==> src/rtl/lca_pkg.sv <==
// ----------------------------------------------------------------------------
// lca_pkg: shared types and constants of the common ancestor engine
// field widths, request kinds and the control word of the lift step unit
// ----------------------------------------------------------------------------
package lca_pkg;

    localparam int NODE_W      = 16;
    localparam int DEPTH_W     = 16;
    localparam int DEF_NODES   = 65536;
    localparam int DEF_LEVELS  = 16;

    localparam logic KIND_ATTACH = 1'b0;
    localparam logic KIND_QUERY  = 1'b1;

    // what the table read issued last cycle is for
    typedef enum logic [1:0] {
        PK_NONE,
        PK_LIFT,
        PK_CLIMB
    } t_pend;

    typedef struct packed {
        t_pend pk;    // pending read kind
        logic  take;  // lift: depth difference bit of the pending level
        logic  za;    // port a read was issued for the sentinel node
        logic  zb;    // port b read was issued for the sentinel node
        logic  byp;   // port a read collided with the write of the same cycle
    } t_step_ctl;

endpackage

==> src/rtl/lca_step.sv <==
// ----------------------------------------------------------------------------
// lca_step: shared lift step unit
// cleans the table read data and picks the next pair of nodes
// ----------------------------------------------------------------------------
module lca_step #(
    parameter int NODES = lca_pkg::DEF_NODES
) (
    input  lca_pkg::t_step_ctl           i_ctl,
    input  logic [lca_pkg::NODE_W-1:0]   i_rdata_a,
    input  logic [lca_pkg::NODE_W-1:0]   i_rdata_b,
    input  logic [lca_pkg::NODE_W-1:0]   i_byp_data,
    input  logic [$clog2(NODES)-1:0]     i_a,
    input  logic [$clog2(NODES)-1:0]     i_b,
    output logic [$clog2(NODES)-1:0]     o_fa,
    output logic [$clog2(NODES)-1:0]     o_cur_a,
    output logic [$clog2(NODES)-1:0]     o_cur_b
);

    localparam int NW = $clog2(NODES);

    logic [lca_pkg::NODE_W-1:0] va;
    logic [NW-1:0]              fb;

    // sentinel row reads as zero, out of range entries map to the sentinel
    always_comb begin
        va = i_ctl.byp ? i_byp_data : i_rdata_a;
        o_fa = (i_ctl.za || (32'(va) >= NODES)) ? '0 : NW'(va);
        fb = (i_ctl.zb || (32'(i_rdata_b) >= NODES)) ? '0 : NW'(i_rdata_b);
    end

    always_comb begin
        o_cur_a = i_a;
        o_cur_b = i_b;
        case (i_ctl.pk)
            lca_pkg::PK_LIFT: begin
                if (i_ctl.take) begin
                    o_cur_a = o_fa;
                end
            end
            lca_pkg::PK_CLIMB: begin
                if (o_fa != fb) begin
                    o_cur_a = o_fa;
                    o_cur_b = fb;
                end
            end
            default: begin
                o_cur_a = i_a;
                o_cur_b = i_b;
            end
        endcase
    end

endmodule

==> config.mk <==
export PLATFORM = sky130hd
export DESIGN_NAME = lca_step
export DESIGN_NICKNAME = d
export VERILOG_FILES = /design/src/rtl/lca_pkg.sv /design/src/rtl/lca_step.sv
export SDC_FILE = /design/constraint.sdc
export NUM_CORES = 1
export LEC_CHECK = 0
export BUFFER_PORTS_ARGS = -buffer_cell sky130_fd_sc_hd__buf_4
export CELL_PAD_IN_SITES_DETAIL_PLACEMENT = 1
export CELL_PAD_IN_SITES_GLOBAL_PLACEMENT = 1
export CORE_MARGIN = 2
export CORE_UTILIZATION = 30
export DETAILED_ROUTE_END_ITERATION = 8
export GPL_TIMING_DRIVEN = 0
export PLACE_DENSITY_LB_ADDON = 0.1
export RECOVER_POWER = 25
export SLEW_MARGIN = 20
export SYNTH_ARGS = -nofsm -noshare
export SYNTH_HDL_FRONTEND = slang
export SYNTH_SLANG_ARGS = --single-unit
export TNS_END_PERCENT = 100
==> constraint.sdc <==
create_clock -name vclk -period 3.5
set_input_delay 0.35 -clock vclk [all_inputs]
set_output_delay 0.35 -clock vclk [all_outputs]
set_load 0.05 [all_outputs]
==> metrics.txt <==
met3 wire length=376 microns; Ports=134; Final Cell Area=2760 sq um; largest cells by area after synthesis=mux2i_1, o211ai_1, o211ai_2; Crit. End Element=primary output; core footprint=5540 sq um; RSZ-0062 raised after global routing=no; Cells after Synth=233; Area Growth Syn to Fin=60.1%; Worst path max stage delay=0.40 ns; initial core utilization=31.1%; Final WS setup=0.318 ns; slowest CP cell=o21ai_4; Max VDD drop=0.0000894 V; antenna fix cells=0; leakage power=1.24 nW; top layer used by detailed routing=met4; met1 wire length=2.93 mm; pin count of the biggest net entering global routing=11; met2 wire length=3.67 mm; worst hold path class=input port to primary output; Crit Path Category=input port to primary output; Synth area leader=mux2i_1; Mapped Avg Cell Area=7.40 sq um; Cell Pwr Density=191 nW/um^2; Die Wd=79.8 microns; status=complete, no violations; Tmin final=3.18 ns; Yosys Warn Count=0; WL/cell=16.0 microns; final core occ=49.8%; Final Setup Violations=0; # DRC=0; Die Ht=79.8 microns; routed vias=2308; Most common cell on crit path=buf_6; # Max-Cap Violations=0; fin cells=436; post-CTS setup repair buffer count=0; mapped cell area=1720 sq um; Routability Congestion=0.723; DR pass1 iterations=4; Die ar.=6370 sq um; Rel. slew slack=51.4%; detailed placer's ending HPWL=6.02 mm; Hold Buf Count CTS=0; initial antenna violation count=0; Post-Syn Nets=321; Port Buf Inserts=131; crit path DAT=2.83 ns; first-pass GRT wire length=10.9 mm; Resized cells post-CTS=0; area fraction of the dominant cell type after synthesis=18.6%; WHS Endpoint=o_cur_b[6]; DRT iter0 DRCs=80; number of fill cells=716; Core Rows=27; register area=0 sq um; Post-Place Cell Area=2800 sq um; Place WS=0.277 ns; dpl cells=436; Overflow after GRT=0; seq_cells=0; setup TNS=0 ns; share of post-route cells with drive strength above 1=41.8%; WL final=7.00 mm; CP Data Required Time=3.15 ns; hold path start=i_b[6]; Worst Setup Start Kind=input port; CP Max Fanout=10; count of cell types in the netlist=26; Slew Viols, Final=0; Antenna Nets Post-Route=0; fin crit share=90.9%; clkbuf count=0; DR vias/cell=5.29; final hold vios=0; sequential area share after synthesis=0%; nets@finish=454; footprint of the multi-input gates=1570 sq um; worst slew pin tran=0.728 ns; crit-path cells=buf_6 > buf_12 > mux2i_1 > nor3_1 > nor4_1 > nand4_2 > o21ai_4 > buf_6 > mux2_1 > buf_4; number of global-route vias before repair=2325; gr usage total=21.0%; maximum clock rate=314 MHz; WHS Path Cells=3
[final cells by class]
cell class         instances  share of cell area [%]
plain buffers             24                    5.21
multi-input cells        207                    57.0
well taps                 72                    3.26
repair buffers           131                    34.3
inverters                  2                   0.272
[layout by cell type (no fill, tap or decap)]
master / netlist / layout
a21oi_1: 16 / 16
and2b_1: 6 / 6
buf_1: 3 / 2
buf_12: 1 / 1
buf_2: 3 / 3
buf_4: 0 / 121
buf_6: 3 / 3
buf_8: 1 / 1
clkbuf_1: 13 / 24
ha_1: 2 / 2
inv_1: 2 / 2
mux2_1: 10 / 10
mux2_2: 6 / 6
mux2i_1: 32 / 32
nand2_1: 16 / 16
nand4_2: 2 / 2
nor2_1: 16 / 16
nor2b_1: 11 / 11
nor3_1: 16 / 16
nor3b_1: 16 / 16
nor4_1: 4 / 4
nor4_2: 4 / 4
o211ai_1: 22 / 22
o211ai_2: 10 / 10
o21a_1: 16 / 16
o21ai_4: 1 / 1
or2_1: 1 / 1
[synth_stat cells]
cell	number
mux2i_1	32
o211ai_1	22
a21oi_1	16
nand2_1	16
nor2_1	16
nor3_1	16
nor3b_1	16
o21a_1	16
clkbuf_1	13
nor2b_1	11
mux2_1	10
o211ai_2	10
and2b_1	6
mux2_2	6
nor4_1	4
nor4_2	4
buf_1	3
buf_2	3
buf_6	3
ha_1	2
inv_1	2
nand4_2	2
buf_12	1
buf_8	1
o21ai_4	1
or2_1	1
[kinds of logic after synthesis]
| logic type | count (synthesis) | synth area share (%) |
|---|---|---|
| and+or+nand+nor | 92 | 31.4 |
| AOI/OAI and AO/OA | 65 | 29.4 |
| muxes | 48 | 29.0 |
| buffers and inverters | 26 | 8.78 |
| adders and majority gates | 2 | 1.45 |
[through the flow]
step	total power, mW	hold slack (ns)
2_1_floorplan	0.346	0.975
5_1_grt	0.560	1.08
4_1_cts	0.537	1.07
3_5_place_dp	0.536	1.07
6_report	0.527	1.07
3_3_place_gp	0.528	1.07
[worst max-delay path by stage]
stage / slack (ns) / to / depth (start not counted) / start
floorplan: 0.48 / o_cur_a[0] / 9 / i_ctl[0]
global placement: 0.29 / o_cur_b[13] / 10 / i_ctl[0]
detailed placement: 0.28 / o_cur_b[13] / 10 / i_ctl[0]
CTS: 0.27 / o_cur_b[13] / 10 / i_ctl[0]
global route: 0.09 / o_cur_b[13] / 10 / i_ctl[0]
finish: 0.32 / o_cur_b[13] / 10 / i_ctl[0]
[metal layers]
metal  track usage, %  vias up
li1                 -     1143
met1             25.3     1085
met2             41.7       78
met3             1.58        2
met4             1.19        0
met5                0        -
[critical path, delay by kind of cell]
family                 cells  cell delay, ns
AND/OR/NAND/NOR            3            0.69
AO/OA/AOI/OAI              1            0.40
multiplexers               2            0.70
buffers and inverters      4            0.67
[power by group]
group          switching, mW  total, mW  internal (mW)
logic                  0.330      0.527          0.197
clock network              0          0              0
registers                  0          0              0
total                  0.330      0.527          0.197
No activity file was read; power rests on OpenSTA's default activity.
